$ cat config.mk
export PLATFORM = sky130hd
export DESIGN_NAME = lmbs_front
export DESIGN_NICKNAME = d
export VERILOG_FILES = /design/src/sv/lmbs_pkg.sv /design/src/sv/lmbs_front.sv
export SDC_FILE = /design/constraint.sdc
export NUM_CORES = 1
export LEC_CHECK = 0
export BUFFER_PORTS_ARGS = -buffer_cell sky130_fd_sc_hd__buf_2
export CAP_MARGIN = 5
export CORE_AREA = 5 5 77 79
export CTS_BUF_LIST = sky130_fd_sc_hd__clkbuf_4
export DETAILED_ROUTE_END_ITERATION = 10
export DIE_AREA = 0 0 82 84
export SYNTH_ARGS = -nofsm -noshare
export SYNTH_HDL_FRONTEND = slang
export SYNTH_SLANG_ARGS = --single-unit
$ cat constraint.sdc
create_clock -name clk -period 1.71 [get_ports clk]
set_input_delay 0.2565 -clock clk [delete_from_list [all_inputs] [get_ports clk]]
set_output_delay 0.2565 -clock clk [all_outputs]
set_load 0.02 [all_outputs]
$ cat src/sv/lmbs_pkg.sv
// Shared constants, command type and helper functions for the LED matrix bit-plane scanner.
package lmbs_pkg;

  localparam int ROWS   = 16;
  localparam int PLANES = 8;
  localparam int SHIFT  = 32;

  localparam int ROW_W    = (ROWS > 1) ? $clog2(ROWS) : 1;
  localparam int CNT_W    = $clog2(SHIFT + 1);
  localparam int ADDR_W   = 12;
  localparam int WORD_W   = 16;
  localparam int PRESC_W  = 8;
  localparam int OPRESC_W = 7;
  localparam int CHUNK_W  = 7;
  localparam int ROW_POS  = 11;

  localparam int QDEPTH  = 2;
  localparam int QPTR_W  = (QDEPTH > 1) ? $clog2(QDEPTH) : 1;
  localparam int QCNT_W  = $clog2(QDEPTH + 1);

  localparam logic [WORD_W-1:0]  PIN_LATCH    = WORD_W'(1 << 9);
  localparam logic [WORD_W-1:0]  PIN_OE       = WORD_W'(1 << 10);
  localparam logic [PRESC_W-1:0] PRESC_RELOAD = PRESC_W'((1 << PLANES) - 1);

  localparam logic REQ_TICK  = 1'b0;
  localparam logic REQ_WRITE = 1'b1;

  // One queued job: a store write, or a tick carrying its precomputed scan values.
  typedef struct packed {
    logic                is_write;
    logic [ADDR_W-1:0]   addr;   // write address, or chunk base address for a tick
    logic [WORD_W-1:0]   word;   // write data, or row bits for a tick
    logic [OPRESC_W-1:0] presc;  // display prescale for a tick
  } cmd_t;

  function automatic logic [WORD_W-1:0] row_word(input logic [ROW_W-1:0] row);
    logic [31:0] tmp;
    tmp = 32'(row) << ROW_POS;
    return tmp[WORD_W-1:0];
  endfunction

  function automatic logic [ADDR_W-1:0] chunk_base(input logic [CHUNK_W-1:0] chunk);
    logic [31:0] prod;
    prod = 32'(chunk) * 32'(SHIFT);
    return prod[ADDR_W-1:0];
  endfunction

endpackage

$ cat src/sv/lmbs_front.sv
// Front end: accepts items, keeps the scan counters and builds queue commands.
module lmbs_front import lmbs_pkg::*; (
  input  logic                clk,
  input  logic                rst_n,
  input  logic                in_valid,
  output logic                in_ready,
  input  logic                in_req_type,
  input  logic [ADDR_W-1:0]   in_write_address,
  input  logic [WORD_W-1:0]   in_write_data,
  input  logic                q_full,
  output logic                q_push,
  output cmd_t                q_cmd
);

  logic [ROW_W-1:0]   row_r,   row_nxt;
  logic [PRESC_W-1:0] presc_r, presc_nxt;
  logic [CHUNK_W-1:0] chunk_r, chunk_nxt;
  logic [ROW_W:0]     row_inc;
  logic [PRESC_W-1:0] presc_base;

  assign in_ready = !q_full;
  assign q_push   = in_valid && in_ready;
  assign row_inc  = {1'b0, row_r} + (ROW_W+1)'(1);

  always_comb begin
    row_nxt    = row_r;
    chunk_nxt  = chunk_r + CHUNK_W'(1);
    presc_base = presc_r;
    if (presc_r == '0) begin
      presc_base = PRESC_RELOAD;
      if (row_inc >= (ROW_W+1)'(ROWS)) begin
        row_nxt   = '0;
        chunk_nxt = '0;
      end else begin
        row_nxt = row_inc[ROW_W-1:0];
      end
    end
    presc_nxt = presc_base >> 1;
  end

  always_comb begin
    if (in_req_type == REQ_WRITE) begin
      q_cmd.is_write = 1'b1;
      q_cmd.addr     = in_write_address;
      q_cmd.word     = in_write_data;
      q_cmd.presc    = '0;
    end else begin
      q_cmd.is_write = 1'b0;
      q_cmd.addr     = chunk_base(chunk_nxt);
      q_cmd.word     = row_word(row_r);
      q_cmd.presc    = presc_nxt[OPRESC_W-1:0];
    end
  end

  always_ff @(posedge clk) begin
    if (!rst_n) begin
      row_r   <= ROW_W'(ROWS - 1);
      presc_r <= '0;
      chunk_r <= '0;
    end else if (q_push && in_req_type == REQ_TICK) begin
      row_r   <= row_nxt;
      presc_r <= presc_nxt;
      chunk_r <= chunk_nxt;
    end
  end

endmodule

Word-level counts from Yosys, hierarchy flattened

Cells that the tools add are included.
Widths: inputs -> output; s select.

Register bits after elaboration: 18
Bits of input ports: 33
Output and inout bits: 38
Word-level logic and storage cells: 17

$add $sub $neg: 2
Magnitude comparators: 1
Multiplexer cells: 5
Bitwise gates (word level): 1
Reductions and logical operators: 5

Operators by type and width:

| kind                | count |
|---|---|
| $mux 36             | 1 |
| $mux 7              | 2 |
| $logic_not 8->1     | 1 |
| $mux 8              | 1 |
| $add 7x1->7 const B | 1 |
| $add 4x1->5 const B | 1 |
| $ge 5x5->1 const B  | 1 |
| $mux 4              | 1 |
| $logic_and 1x1->1   | 2 |
| $reduce_and 2->1    | 1 |
| $logic_not 1->1     | 1 |
| $not 1->1           | 1 |

Logic depth before layout (Yosys ltp)

Word-level depth: 5
Gate-level depth with buffers: 6
Mapped depth without buffers: 5

Worst setup path after synthesis

OpenSTA, ideal clock, no wires.

Path kind: register to output
Start: reg chunk_r[0]
End: out q_cmd[34] in the netlist's numbering
Data arrival time: 1.640 ns
Required time: 1.454 ns
Setup slack: -0.187 ns
Cell stages (with the launch flop): 6
Path buffers: 0
Path through: dfxtp_1 ha_1 and3_1 nand3_2 xor2_1 o31ai_1

RTL lines:

| what                     | line             | text |
|---|---|---|
| start: declaration       | lmbs_front.sv:17 | `logic [CHUNK_W-1:0] chunk_r, chunk_nxt;` |
| start signal: assignment | lmbs_front.sv:63 | `chunk_r <= chunk_nxt;` |
| end: declaration         | lmbs_front.sv:12 | `output cmd_t q_cmd` |

==> results by stage <==
Clocking:
- After clock tree synthesis, the clock-pin slew on the worst setup and hold paths is 110 ps.
- The library cell used as clock root buffer is clkbuf_4.
- In this run the number of H-tree levels came out at 1.
- The CTS tree is built.
- Clock tree synthesis inserted a total of 3 buffers.
- The largest buffer count on any clock path is 2.
- The clock net sink count is 18.
- The clock reaches the later pin of the worst-skew pair after 300 ps.

Yosys:
- The net count of the mapped netlist is 190.
- The largest area contributor in the netlist is dfxtp_1.
- Yosys attributes the largest share of cell area to dfxtp_1 29%, and2_1 8.7%, nand3_1 5.7%.
- The number of flops mapped to enable cells by yosys is 0.
- After synthesis the netlist holds a flip-flop and latch count of 18.
- The synthesized area per cell is around 7.9 um2.
- The proportion of synthesized chip area in sequential cells is 29.39%.
- The cell count after synthesis came out at 155.
- The top cell type's share of synthesized area is just under 30%.
- The commonest cells after synthesis are 18 x dfxtp_1, 18 x nor2_1, 17 x and2_1, 17 x nand2_1, 14 x nand3_1.
- The proportion of register bits with asynchronous set or reset after synthesis is 0%.
- The summed instance area of the synthesized netlist is 0.001226 mm2.
- For this run, the number of Yosys warnings is 0.
- The top flip-flop cell by instance count after synthesis is dfxtp_1.
- The netlist uses 39 different library cells.

Route:
- The length of routed wiring on met1 is 1710 um.
- The pre-antenna-repair detailed-routing pass consisted of 4 iterations.
- The detailed-routed wire length on met2 is about 2400 um.
- The total vias in the final route is between 1k and 1.5k.
- In this run, the number of DRC markers left after iteration 0 of detailed routing was 35.
- Detailed routing placed a total of 165 um of wire on met3.
- The wire length after detailed routing is 4310 um.
- The count of nets left with antenna violations once routing finished came out at 0.
- Routed signal wires occupy layers up through met4.
- The DRC violations left is 0.
- Using the TritonRoute via totals, the vias-per-cell ratio works out to around 4.5.
- Dividing the detail-routed wire length by the instance count gives 13.55 um.

STA:
- The setup TNS is -2114 ps.
- The maximum achievable frequency is 527.2 MHz.
- The number of pins exceeding their max-slew limit in the final report is 0.
- After layout, the worst setup slack is -186.8 ps.
- In this run the tightest slew margin relative to its limit is 61.21%.
- The setup-violating endpoint count in the final report is 14.
- The worst hold slack is 189.5 ps.
- The hold violation count in the final report came to 0.
- The part of the cycle the worst path needs is 110.9%.
- Setup repair after global routing could not meet its margin everywhere.
- The transition time of the tightest slew-check pin is 581.1 ps.
- Subtracting the final worst setup slack from the clock period gives between 1500 and 2000 ps.
- Between clock sinks in the finished design, the worst skew comes to around 8.4 ps.

Final layout:
- The final net count is 282.
- The final antenna diode count is 0.
- The share of post-route cells with drive strength above 1 is between 50% and 60%.
- The filler cells instantiated in the layout total 578.
- Relative to the synthesized area, the layout overhead comes to 70.00%.
- The final standard cell count with taps included and fillers excluded is ~320.
- The utilization after layout is about 40%.

Worst setup path:
- Walking the worst path, the cells encountered are ha_4 -> and3_4 -> nand3_4 -> xor2_2 -> o31ai_2 -> buf_4.
- The worst setup path is captured at an output port.
- Broken down by cell family, the worst path's largest delay share belongs to flip-flops.
- The kind of critical path is flip-flop to output port.
- The signal arrival time at the worst endpoint is between 1500 and 2000 ps.
- On the worst path, the slowest cell contributes a delay of 380 ps.
- The critical path's slowest cell is dfxtp_2.
- At the worst endpoint, the required time is 1450 ps.
- The critical path startpoint category is a flip-flop.
- The depth of the most critical reg-to-reg path is 6.
- Counting both buffers and inverters, the worst setup path holds a total of 1.
- The number of gates on the worst path with buffers counted is 6.
- The top fanout value on the critical path is 3.

Run status:
- The run finished, with violations left.
- The final reports fail on negative setup slack.

Global routing:
- The initial antenna violation count is 0.
- Entering global routing, the biggest net connects 21 pins.
- The via count of the first global-routing pass is about 1.3k.
- The first global-routing pass estimated roughly 6500 um of wire.
- Global routing used 11.92% of the available tracks.
- The overall overflow remaining after global route is 0.

Die:
- The vertical die dimension is 84 um.
- The row count is 27.
- The core footprint is ~0.0053 mm2.
- The total die area is 0.006888 mm2.
- The effective utilization at floorplan is 23.27%.
- The floorplan step set the die width to 82 um.
- For this design the top-level I/O count stands at 71.

Power:
- Power spread over the standard cell area amounts to 606.5 mW/mm2.
- Overall power consumption after layout is estimated at approximately 1.3 mW.
- For this design the static power due to leakage is 0.8942 nW.
- The worst-case vdd ir drop is 0.0001692 V.

Placed design:
- The number of buffers inserted by port buffering is 70.
- The placed wire-length estimate is 2901 um.
- The cell total after placement is just over 300.
- At the end of routability-driven placement, the weighted congestion stood at 0.7955.

Hold path:
- The cell depth of the worst min-delay path is 2.
- The min-delay analysis places its worst path in the category input pin to flip-flop.

Flow run:
- The max-capacitance violation count is 0.
## per-stage QoR
stage / instance area (um2) / setup slack [ps]
floorplan: 1231 / -104.5
finish: 2085 / -186.8
global placement: 1712 / 87.76
global route: 2085 / -275.0
detailed placement: 1712 / 62.99
CTS: 1959 / -191.1
## kinds of logic after synthesis
logic type	synth area share, %
AOI/OAI and AO/OA	14.29
xor gates and xnor gates	4.286
muxes	3.673
buffers and inverters	7.143
adders and majority gates	2.040
DFF	29.39
and+or+nand+nor	39.18
## final cells by class
type	instances	area [um2]	share of cell area, %
clock buffer	3	22.52	1.080
clock inverter	1	3.754	0.1801
inverter	2	7.507	0.3601
multi-input combinational	125	977.2	46.88
sequential	18	372.9	17.89
tap	72	90.09	4.322
timing repair buffer	97	610.6	29.29
## report_power, final
group	internal (mW)	leakage [nW]	switching (mW)
combinational	0.265	0.730	0.320
sequential	0.436	0.148	0.0188
clock	0.0851	0.0154	0.140
## worst register-to-register path, cell delays in order, from the launching register on
cell and delay (ps):
dfxtp_2 350, ha_4 160, and3_4 200, buf_6 120
and3_4 160, or4_4 530, a31oi_4 130
## cells in the final DEF (no fill, tap or decap), types with 4 or more instances in the layout
cell type	instances
and3_4	5
buf_2	56
o31ai_2	5
a31oi_1	4
nor2_1	16
buf_6	6
and2_1	17
nand3_1	11
dfxtp_2	7
nand2_1	16
nand3_4	4
mux2_2	4
a211oi_1	6
buf_4	35
dfxtp_1	10
## worst paths after layout
path               from    endpoint  slack [ps]
max          chunk_r[0]   q_cmd[34]        -190
min               rst_n    row_r[2]         190
max reg2reg    row_r[1]  chunk_r[4]          10
min reg2reg  presc_r[6]  presc_r[6]         520
## registers in the layout (all words and copies together), names as in the netlist
| signal | flops |
|---|---|
| row_r | 4 |
| presc_r | 7 |
| chunk_r | 7 |
## what timing repair did
item,in CTS,in global routing
pin swaps,11,16
gates cloned,1,0
resized for setup,42,23
hold buffers,0,0
setup endpoints to repair,14,21
setup buffers,10,5
## layer usage
layer	vias to the layer above	global-route usage, %
met3	4	2.808
met4	0	3.474
met2	25	21.09
met1	668	13.85
li1	728	-
met5	-	0
Power figures use the tool's default switching activity.
