$ cat src/sv/lmbs_pkg.sv
// Shared constants, command type and helper functions for the LED matrix bit-plane scanner.
package lmbs_pkg;

  localparam int ROWS   = 16;
  localparam int PLANES = 8;
  localparam int SHIFT  = 32;

  localparam int ROW_W    = (ROWS > 1) ? $clog2(ROWS) : 1;
  localparam int CNT_W    = $clog2(SHIFT + 1);
  localparam int ADDR_W   = 12;
  localparam int WORD_W   = 16;
  localparam int PRESC_W  = 8;
  localparam int OPRESC_W = 7;
  localparam int CHUNK_W  = 7;
  localparam int ROW_POS  = 11;

  localparam int QDEPTH  = 2;
  localparam int QPTR_W  = (QDEPTH > 1) ? $clog2(QDEPTH) : 1;
  localparam int QCNT_W  = $clog2(QDEPTH + 1);

  localparam logic [WORD_W-1:0]  PIN_LATCH    = WORD_W'(1 << 9);
  localparam logic [WORD_W-1:0]  PIN_OE       = WORD_W'(1 << 10);
  localparam logic [PRESC_W-1:0] PRESC_RELOAD = PRESC_W'((1 << PLANES) - 1);

  localparam logic REQ_TICK  = 1'b0;
  localparam logic REQ_WRITE = 1'b1;

  // One queued job: a store write, or a tick carrying its precomputed scan values.
  typedef struct packed {
    logic                is_write;
    logic [ADDR_W-1:0]   addr;   // write address, or chunk base address for a tick
    logic [WORD_W-1:0]   word;   // write data, or row bits for a tick
    logic [OPRESC_W-1:0] presc;  // display prescale for a tick
  } cmd_t;

  function automatic logic [WORD_W-1:0] row_word(input logic [ROW_W-1:0] row);
    logic [31:0] tmp;
    tmp = 32'(row) << ROW_POS;
    return tmp[WORD_W-1:0];
  endfunction

  function automatic logic [ADDR_W-1:0] chunk_base(input logic [CHUNK_W-1:0] chunk);
    logic [31:0] prod;
    prod = 32'(chunk) * 32'(SHIFT);
    return prod[ADDR_W-1:0];
  endfunction

endpackage

$ cat src/sv/lmbs_queue.sv
// Short command queue between the front end and the back end.
module lmbs_queue import lmbs_pkg::*; (
  input  logic clk,
  input  logic rst_n,
  input  logic push,
  input  cmd_t push_cmd,
  input  logic pop,
  output cmd_t head_cmd,
  output logic full,
  output logic empty
);

  cmd_t              q_r [QDEPTH];
  logic [QPTR_W-1:0] wr_ptr_r, rd_ptr_r;
  logic [QCNT_W-1:0] cnt_r;

  assign full     = (cnt_r == QCNT_W'(QDEPTH));
  assign empty    = (cnt_r == '0);
  assign head_cmd = q_r[rd_ptr_r];

  function automatic logic [QPTR_W-1:0] ptr_inc(input logic [QPTR_W-1:0] p);
    if (p == QPTR_W'(QDEPTH - 1)) return '0;
    return p + QPTR_W'(1);
  endfunction

  always_ff @(posedge clk) begin
    if (push) begin
      q_r[wr_ptr_r] <= push_cmd;
    end
  end

  always_ff @(posedge clk) begin
    if (!rst_n) begin
      wr_ptr_r <= '0;
      rd_ptr_r <= '0;
      cnt_r    <= '0;
    end else begin
      if (push) wr_ptr_r <= ptr_inc(wr_ptr_r);
      if (pop)  rd_ptr_r <= ptr_inc(rd_ptr_r);
      if (push && !pop)      cnt_r <= cnt_r + QCNT_W'(1);
      else if (pop && !push) cnt_r <= cnt_r - QCNT_W'(1);
    end
  end

endmodule

$ cat config.mk
export PLATFORM = sky130hd
export DESIGN_NAME = lmbs_queue
export DESIGN_NICKNAME = d
export VERILOG_FILES = /design/src/sv/lmbs_pkg.sv /design/src/sv/lmbs_queue.sv
export SDC_FILE = /design/constraint.sdc
export NUM_CORES = 1
export LEC_CHECK = 0
export BUFFER_PORTS_ARGS = -buffer_cell sky130_fd_sc_hd__clkbuf_2
export CORE_ASPECT_RATIO = 2
export CORE_UTILIZATION = 40
export DETAILED_ROUTE_END_ITERATION = 8
export SLEW_MARGIN = 25
export SYNTH_ARGS = -nofsm -noshare
export SYNTH_HDL_FRONTEND = slang
export SYNTH_SLANG_ARGS = --single-unit
$ cat constraint.sdc
create_clock -name clk -period 4.1 [get_ports clk]
set_input_delay 0.82 -clock clk [delete_from_list [all_inputs] [get_ports clk]]
set_output_delay 0.82 -clock clk [all_outputs]
set_load 0.005 [all_outputs]
# After elaboration in Yosys (flattened, before gate mapping)

Memory sizes are Yosys's and may differ from the RTL's. A register that Yosys moved wholly into a read port is not among the register bits.
Index checks and enable logic that the tools add are counted.

Bits in registers: 4
Bits in latches: 0
RAM bits: 72
ROM bits: 0
Memories kept: 1

$add $sub $neg: 4
Multipliers: 0
Div/mod/pow operators: 0
Magnitude comparators: 0
Equal/unequal tests: 1
Shifts and indexed selects: 0
Mux-type cells: 16
Bitwise operators: 0
Reduce and logical (&&, ||, !) cells: 6

Memories:

| name | words | bits a word | read ports | clocked after Yosys merged registers in | write ports | line             | source |
|---|---|---|---|---|---|---|---|
| q_r  | 2     | 36          | 1          | 1                                       | 1           | lmbs_queue.sv:13 | `cmd_t q_r [QDEPTH];` |

Operators with widths:

| operator                                                            | count |
|---|---|
| 1-bit two-way mux                                                   | 14 |
| 2-bit two-way mux                                                   | 2 |
| 1-bit adder (second input constant)                                 | 2 |
| 2-bit by 1-bit adder with 2-bit output (second input constant)      | 1 |
| 2-bit == test (second input constant)                               | 1 |
| 1-bit logical AND                                                   | 2 |
| 1-bit zero test                                                     | 2 |
| 2-bit zero test                                                     | 1 |
| 2-bit nonzero test                                                  | 1 |
| 2-bit by 1-bit subtractor with 2-bit output (second input constant) | 1 |

# Logic depth before layout (Yosys ltp)

Gate-level depths: netlist of run 1.

Depth after elaboration: 6
Mapped depth: 5
Depth with buffers taken out: 5

# Least setup slack after synthesis of run 1

Ideal clock, no wire load.

Path type: in2reg
Start point: input push
End point: memory q_r[0][0] (netlist name), enable pin
Setup time: 0.435 ns
Arrival: 2.469 ns
Data required time: 3.665 ns
Setup slack: 1.196 ns
Stages on the path: 1
Buffers on the path: 0
Path through: nor2b_1

Cells in the longest elaborated chain, start to end: 2

Ends and longest elaborated chain:

| item                                    | line             | source |
|---|---|---|
| start: declaration                      | lmbs_queue.sv:5  | `input logic push,` |
| 1-bit two-way mux                       | lmbs_queue.sv:27 | `if (push) begin` |
| 1-bit two-way mux (implied by the code) | lmbs_queue.sv:28 | `q_r[wr_ptr_r] <= push_cmd;` |
| end: declaration                        | lmbs_queue.sv:13 |  |

Every way passes these cells.

==> flow_summary.toml, run 1 <==
[status]
status = "finished, final reports clean"

[detailed_routing]
vias_per_cell = 4.58
wl_per_cell_um = 14.5
routed_wl_um = 4540
first_iter_violations = 30
antenna_left = 0
dr.pass1.iters = 4
drc_errors = 0
dr_total_vias = 1437

[sta]
fin_crit_sh_pct = 62.8
finalSetupViolations = 0
maxSlewViolCount = 0
setup_tns_ns = 0
fmax_ghz = 0.389
rsz0062_at_grt = "no"
slew_headroom_pct = 42.0
worst_pin_slew_ns = 0.870
finalCriticalPeriod_ns = 2.57
whs_ns = 0.496
finalHoldViolCount = 0
skew_ns = 0.00383
fin_ws_ns = 1.53

[pwr]
power_density_nw_per_um2 = 504
peakVddDrop_v = 0.000260
leakage_nw = 1.38
total_power_mw = 1.82

[clock_tree]
cts_buffer_depth = 2
root_buffer = "clkbuf_16"
cts_tree = "built"
numCtsBuffers = 9
cts-htree-levels = 3
postCtsSetupBuffers = 0
ctsHoldBuffers = 0
path_clk_slew_ns = 0.05
cts_resized = 0
clock-sinks = 77
clock_latency_ns = 0.32

[placement]
portBuffers = 77
gp_congestion = 0.710
post-place-ws_ns = 1.80
dpl.hpwl_um = 3150
placed_area_um2 = 3320
dp.cells = 298

[logic_synthesis]
synth_area_leaders = "edfxtp_1 (77%), mux2_2 (14%), dfxtp_1 (3.5%), buf_6 (1.2%), and2_1 (0.89%)"
synthFlopType = "edfxtp_1"
synth_top_area_share_pct = 76.5
avgSynthCellArea_um2 = 21.1
syn_inst = 134
ys_warn_count = 0
synth_edf_count = 72
async_flop_share_pct = 0
syn-cell-area_um2 = 2830
synth_common_cells = "edfxtp_1 (72), mux2_2 (36), dfxtp_1 (5)"
ys_seq_area_share_pct = 80.1
yosysUniqueCellTypes = 17
synth_top_area_cell = "edfxtp_1"
synth_fp_nets = 175
yosys_register_bits = 77
yosysMostFrequentCell = "edfxtp_1"

[floorplanning]
core_um2 = 6890
start_util_pct = 41.0
ios = 78
dieArea_um2 = 7420
rows = 43
die_h_um = 121
die_w_um = 61.4

[critical_path]
criticalPathCategory = "reg2out"
start_kind = "flip-flop"
crit_fanout = 36
critical_path_required_ns = 3.28
end_kind = "output port"
cp.arrival_ns = 1.75

[final_layout]
instances_no_fill = 314
final_layout_size_suffix_gt1_share_pct = 57.6
diodes = 0
layout.nets = 260
area_growth_pct = 27.6
fin_area_um2 = 3600
final_util_pct = 52.3

[grt]
grt_max_degree = 37
grt_pass1_vias = 1423
grt_usage_pct = 13.4
gr-total-overflow = 0
grt_pass1_wl_um = 6840
antenna_found_initial = 0

[hold_path]
worstHoldPathType = "reg2reg"

[flow_run]
maxCapViolations = 0
==> state kept, by name, indices dropped and copies added (netlist names), named ones only <==
register  flops
wr_ptr_r      1
cnt_r         2
q_r          72
rd_ptr_r      1
==> layer usage <==
layer	vias to the layer above	global-route usage, %	share of wire (%)
met5	-	0	0
met4	0	7.08	2.3
met3	7	4.58	5.2
met2	45	23.4	57
met1	694	13.3	36
li1	691	-	-
==> kinds of logic (layout without fill, tap and decap cells) <==
group           after synthesis  in the layout  share of synthesized area (%)
fa+ha+maj                     1              1                          0.443
flops                        77             77                           80.1
compound gates                3              3                          0.709
xor+xnor                      3              3                          0.930
simple gates                  9              9                           1.99
buf+inv                       5             95                           1.51
mux                          36             36                           14.3
==> critical path, cell delays in order (launching register included) <==
cell and delay, ns:
dfxtp_2 0.88, mux2_2 0.43, clkbuf_2 0.12
==> cells in the final DEF, fill, tap and decap left out, types with 2 or more instances in the layout <==
master     instances
edfxtp_1          72
clkbuf_2          77
and2_1             3
mux2_2            36
clkinv_1           4
dfxtp_1            4
xor2_1             2
clkbuf_16          9
==> where the power goes <==
group | switching, mW | internal, mW | total [mW]
Clock | 0.270 | 0.463 | 0.734
Sequential | 0.0251 | 0.908 | 0.933
Combinational | 0.0626 | 0.0889 | 0.151
==> area by class of cell <==
| class | count | area, um2 |
|---|---|---|
| multi-input cells | 52 | 529 |
| inverters | 1 | 3.75 |
| clock buffers | 10 | 229 |
| fillers | 635 | 3280 |
| well taps | 90 | 113 |
| clock inverters | 6 | 53.8 |
| repair buffers | 78 | 413 |
| flip-flops and latches | 77 | 2260 |
==> worst paths after layout <==
| check | startpoint | to | slack [ns] | depth (start not counted) |
|---|---|---|---|---|
| setup / recovery | flip-flop | head_cmd[16] | 1.53 | 2 |
| hold / removal | cnt_r[1]$_SDFFE_PN0P_ | cnt_r[1]$_SDFFE_PN0P_ | 0.50 | 2 |
| setup reg to reg | wr_ptr_r$_SDFFE_PN0P_ | q_r[1][14]$_DFFE_PP_ | 2.59 | 1 |
| hold reg to reg | cnt_r[1]$_SDFFE_PN0P_ | cnt_r[1]$_SDFFE_PN0P_ | 0.50 | 2 |
Note: power is estimated with default switching activity, not from simulation.
==> run 2: changes to the inputs <==
clock period = 2.4 ns   (was 4.1 ns; I/O delays follow)
==> run 2 against run 1 <==
Effect of this change:
- non-clock buffer count increased by 3
- wire length is 1.3% higher
- clock power up 89%
- final cell count rose by 0.96%
- first-iteration DRC count increased by 73%
- register-to-register slack lost 1.5 ns
- clock skew down 0.0018 ns
- critical endpoint is now head_cmd[15]
- hold slack lost 0.15 ns
- total power rose by 79%
- combinational power is 93% higher
- clock-buffer cell count increased by 1
- critical path type unchanged
- sequential cell count did not move
==> flow_summary.toml, run 2 (synthesis results as in run 1) <==
[pwr]
seqPwrFrac_pct = 48.2
peakVddDrop_v = 0.000607
p_comb_share_pct = 8.9
pwr-share-clk_pct = 42.8
p_sw_uw = 617
power.internal_mw = 2.64
power_density_nw_per_um2 = 887
leakage_nw = 1.42
swShare_pct = 19.0

[critical_path]
end_kind = "output port"
r2r_cells = 2
start_kind = "flip-flop"
criticalPathCategory = "reg2out"
cp.arrival_ns = 1.41
critical_path_required_ns = 1.92
crit_fanout = 18

[grt]
antenna_found_initial = 0
gr-total-overflow = 0
grt_pass1_wl_um = 6840
grt_usage_pct = 13.7
grt_pass1_vias = 1462
grt_max_degree = 23

[final_layout]
top_regs = "q_r (72), cnt_r (2)"
final_common_cell = "clkbuf_2"
layout.nets = 263
area_growth_pct = 29.8
regMostFlops = "q_r"
diodes = 0
final_layout_size_suffix_gt1_share_pct = 59.5
largest_reg_flops = 72
most-common-layout-cells = "clkbuf_2 (77), edfxtp_1 (72), mux2_2 (36)"
instances_no_fill = 317
nFillCells = 608

[sta]
fin_crit_sh_pct = 78.6
fin_ws_ns = 0.514
whs_ns = 0.342
finalCriticalPeriod_ns = 1.89
finalHoldViolCount = 0
setup_tns_ns = 0
worst_pin_slew_ns = 0.503
rsz0062_at_grt = "no"
finalSetupViolations = 0
skew_ns = 0.00205
slew_headroom_pct = 66.4
fmax_ghz = 0.530
maxSlewViolCount = 0

[placement]
dp.cells = 301
post-place-ws_ns = 0.752
portBuffers = 77
dpl.hpwl_um = 3180
gp_congestion = 0.749

[floorplanning]
die_w_um = 61.4
dieArea_um2 = 7420
rows = 43
start_util_pct = 41.0
ios = 78
die_h_um = 121
core_um2 = 6890

[clock_tree]
clock_latency_ns = 0.32
postCtsSetupBuffers = 0
cts_tree = "built"
path_clk_slew_ns = 0.05
cts-htree-levels = 3
clock-sinks = 77
ctsHoldBuffers = 0
numCtsBuffers = 9
cts_resized = 0
cts_buffer_depth = 2
root_buffer = "clkbuf_16"

[detailed_routing]
wl_per_cell_um = 14.5
vias_per_cell = 4.58
dr_total_vias = 1453
drc_errors = 0
dr.pass1.iters = 5
antenna_left = 0
routed_wl_um = 4600
first_iter_violations = 52

[flow_run]
maxCapViolations = 0

[hold_path]
hold_path_depth = 1
worstHoldPathType = "in2reg"

[status]
status = "finished, final reports clean"
run 2: cell count changes in the layout (fill, tap and decap cells not counted):
| cell | before | now |
|---|---|---|
| clkbuf_8 | 0 | 1 |
| bufinv_16 | 1 | 2 |
| buf_4 | 0 | 2 |
| clkinv_4 | 1 | 0 |
| clkinv_2 | 0 | 2 |
| buf_16 | 1 | 0 |
| clkinv_1 | 4 | 1 |
| buf_12 | 0 | 2 |
run 2: stage by stage:
step	power, mW	util, %	area [um2]
after floorplan	1.75	-	2830
after global placement	1.89	48.6	3350
after detailed placement	1.90	48.6	3350
after CTS	3.29	53.2	3670
after global routing	3.36	53.2	3670
final	3.25	53.2	3670
run 2: worst max-delay path, stage by stage (launching register included):
cell	delay (ns)
dfxtp_2	0.32
buf_4	0.25
mux2_2	0.38
clkbuf_2	0.11
run 2: worst paths after layout:
path              slack, ns                   from                     to
setup / recovery       0.51              flip-flop           head_cmd[15]
hold / removal         0.34           push_cmd[20]   q_r[0][20]$_DFFE_PP_
setup reg to reg       1.04  wr_ptr_r$_SDFFE_PN0P_   q_r[1][16]$_DFFE_PP_
hold reg to reg        0.50  cnt_r[1]$_SDFFE_PN0P_  cnt_r[1]$_SDFFE_PN0P_
run 2: power by group through the flow:
stage	registers, mW	logic (mW)	clock network (mW)
floorplan	1.59	0.160	0
detailed placement	1.60	0.299	0
global route	1.58	0.322	1.46
CTS	1.57	0.300	1.42
finish	1.57	0.291	1.39
global placement	1.59	0.297	0
run 2: cell type report:
class | instances | area, um2 | share of cell area [%]
well taps | 90 | 113 | 3.07
repair buffers | 81 | 440 | 12.0
clock inverters | 5 | 73.8 | 2.01
multi-input cells | 52 | 529 | 14.4
inverters | 1 | 3.75 | 0.102
clock buffers | 11 | 243 | 6.62
flip-flops and latches | 77 | 2260 | 61.7
run 2: routing by layer:
metal | GRT usage (%) | wire length, um | vias up
li1 | - | - | 696
met1 | 13.0 | 1580 | 704
met2 | 24.3 | 2680 | 43
met3 | 5.22 | 223 | 10
met4 | 7.08 | 109 | 0
met5 | 0 | 0 | -
==> run 3: changes to the inputs <==
clock period = 1.8 ns   (was 2.4 ns; I/O delays follow)
==> run 3 against run 2 <==
Effect of this change:
- worst setup slack got worse by 0.43 ns
- sequential share of layout area up 0.11 points
- final area about the same
- global-route usage grew 0.86 points
- first-iteration DRC count shrank 9.6%
- clock skew grew 0.0025 ns
- critical endpoint is now head_cmd[13]
- highest routed layer unchanged
==> flow_summary.toml, run 3 (synthesis results as in run 1) <==
[clock_tree]
root_buffer = "clkbuf_16"
path_clk_slew_ns = 0.05
clock_latency_ns = 0.33
cts-htree-levels = 3
cts_buffer_depth = 2
ctsHoldBuffers = 0
numCtsBuffers = 9
cts_tree = "built"
clock-sinks = 77

[floorplanning]
dieArea_um2 = 7420
die_w_um = 61.4
rows = 43
start_util_pct = 41.0
die_h_um = 121
core_um2 = 6890
ios = 78

[final_layout]
most-common-layout-cells = "clkbuf_2 (77), edfxtp_1 (72), mux2_2 (33)"
largest_reg_flops = 72
final_common_cell = "clkbuf_2"
top_regs = "q_r (72), cnt_r (2)"
final_util_pct = 53.2
area_growth_pct = 29.7
nFillCells = 633
diodes = 0
final_layout_size_suffix_gt1_share_pct = 58.4
regMostFlops = "q_r"
layout.nets = 267

[placement]
gp_congestion = 0.687
dpl.hpwl_um = 3370
portBuffers = 77

[grt]
use_met2_pct = 26.2
grt_pass1_vias = 1532
top_usage_layer = "met2"
grt_pass1_wl_um = 7160
antenna_found_initial = 0
use_met3_pct = 5.65
gr-usage-met1_pct = 12.8
gr-total-overflow = 0
grt_usage_pct = 14.6
grt_max_degree = 29

[pwr]
p_sw_uw = 824
swShare_pct = 20.4
total_power_mw = 4.04
p_comb_share_pct = 10.2
seqPwrFrac_pct = 51.9
pwr-share-clk_pct = 37.9
power_density_nw_per_um2 = 1100
power.internal_mw = 3.22
peakVddDrop_v = 0.000626
leakage_nw = 1.42

[sta]
fin_crit_sh_pct = 95.5
fmax_ghz = 0.582
whs_ns = 0.219
slew_headroom_pct = 82.9
finalSetupViolations = 0
worst_pin_slew_ns = 0.257
skew_ns = 0.00451
finalHoldViolCount = 0
finalCriticalPeriod_ns = 1.72
rsz0062_at_grt = "no"
maxSlewViolCount = 0

[hold_path]
holdPathEnd = "q_r[0][4]$_DFFE_PP_"
hp-start = "push_cmd[4]"
worstHoldPathType = "in2reg"
hold_path_depth = 1

[detailed_routing]
antenna_left = 0
vias_per_cell = 4.66
dr.pass1.iters = 4
wl_per_cell_um = 15.6
first_iter_violations = 47
routed_wl_um = 5020
dr_total_vias = 1497
drc_errors = 0

[critical_path]
reg2reg_from = "wr_ptr_r$_SDFFE_PN0P_"
start_kind = "flip-flop"
critical_path_required_ns = 1.44
cp.arrival_ns = 1.36
reg2reg_to = "q_r[1][0]$_DFFE_PP_"
crit_fanout = 11
end_kind = "output port"
r2r_cells = 2
r2r_slack_ns = 0.67
criticalPathCategory = "reg2out"

[flow_run]
maxCapViolations = 0

[status]
status = "finished, final reports clean"
run 3: repair_timing:
action	CTS	global route
setup endpoints to repair	30	23
setup buffers	0	1
gates cloned	0	1
gates resized for setup	4	0
run 3: power groups by stage:
stage	clock, mW	sequential [mW]	combinational [mW]
floorplan	0	2.12	0.214
global placement	0	2.13	0.395
detailed placement	0	2.14	0.400
CTS	1.58	2.10	0.408
global route	1.63	2.11	0.459
finish	1.53	2.10	0.414
run 3: layout make-up:
cell class,count,area [um2],share of cell area [%]
clock buffer,13,240,6.56
clock inverter,3,12.5,0.342
inverter,1,3.75,0.102
multi-input combinational,52,541,14.8
sequential,77,2270,61.9
tap,90,113,3.07
timing repair buffer,85,488,13.3
run 3: metal layers:
layer / vias to the layer above / share of wire [%] / wire [um]
li1: 705 / - / -
met1: 737 / 32 / 1590
met2: 43 / 61 / 3060
met3: 12 / 4.7 / 235
met4: 0 / 2.6 / 130
met5: - / 0 / 0
run 3: worst max path at each step:
stage / start / endpoint / slack [ns]
floorplan: push / q_r[0][0]$_DFFE_PP_ / 0.04
global placement: flip-flop / head_cmd[23] / 0.29
detailed placement: flip-flop / head_cmd[23] / 0.28
CTS: flip-flop / head_cmd[34] / -0.008
global route: flip-flop / head_cmd[13] / 0.03
finish: flip-flop / head_cmd[13] / 0.08
run 3: through the flow:
stage	area (um2)	worst slack, ns	setup TNS [ns]	cells
6_report	3660	0.0803	0	321
5_1_grt	3660	0.0272	0	321
4_1_cts	3630	-0.00811	-0.0222	319
3_5_place_dp	3360	0.281	0	303
3_3_place_gp	3360	0.291	0	303
2_1_floorplan	2830	0.0384	0	134
run 3: worst max-delay path, stage by stage (launching register included):
cell,delay (ns)
dfxtp_4,0.39
clkbuf_16,0.18
mux2_2,0.34
clkbuf_2,0.11
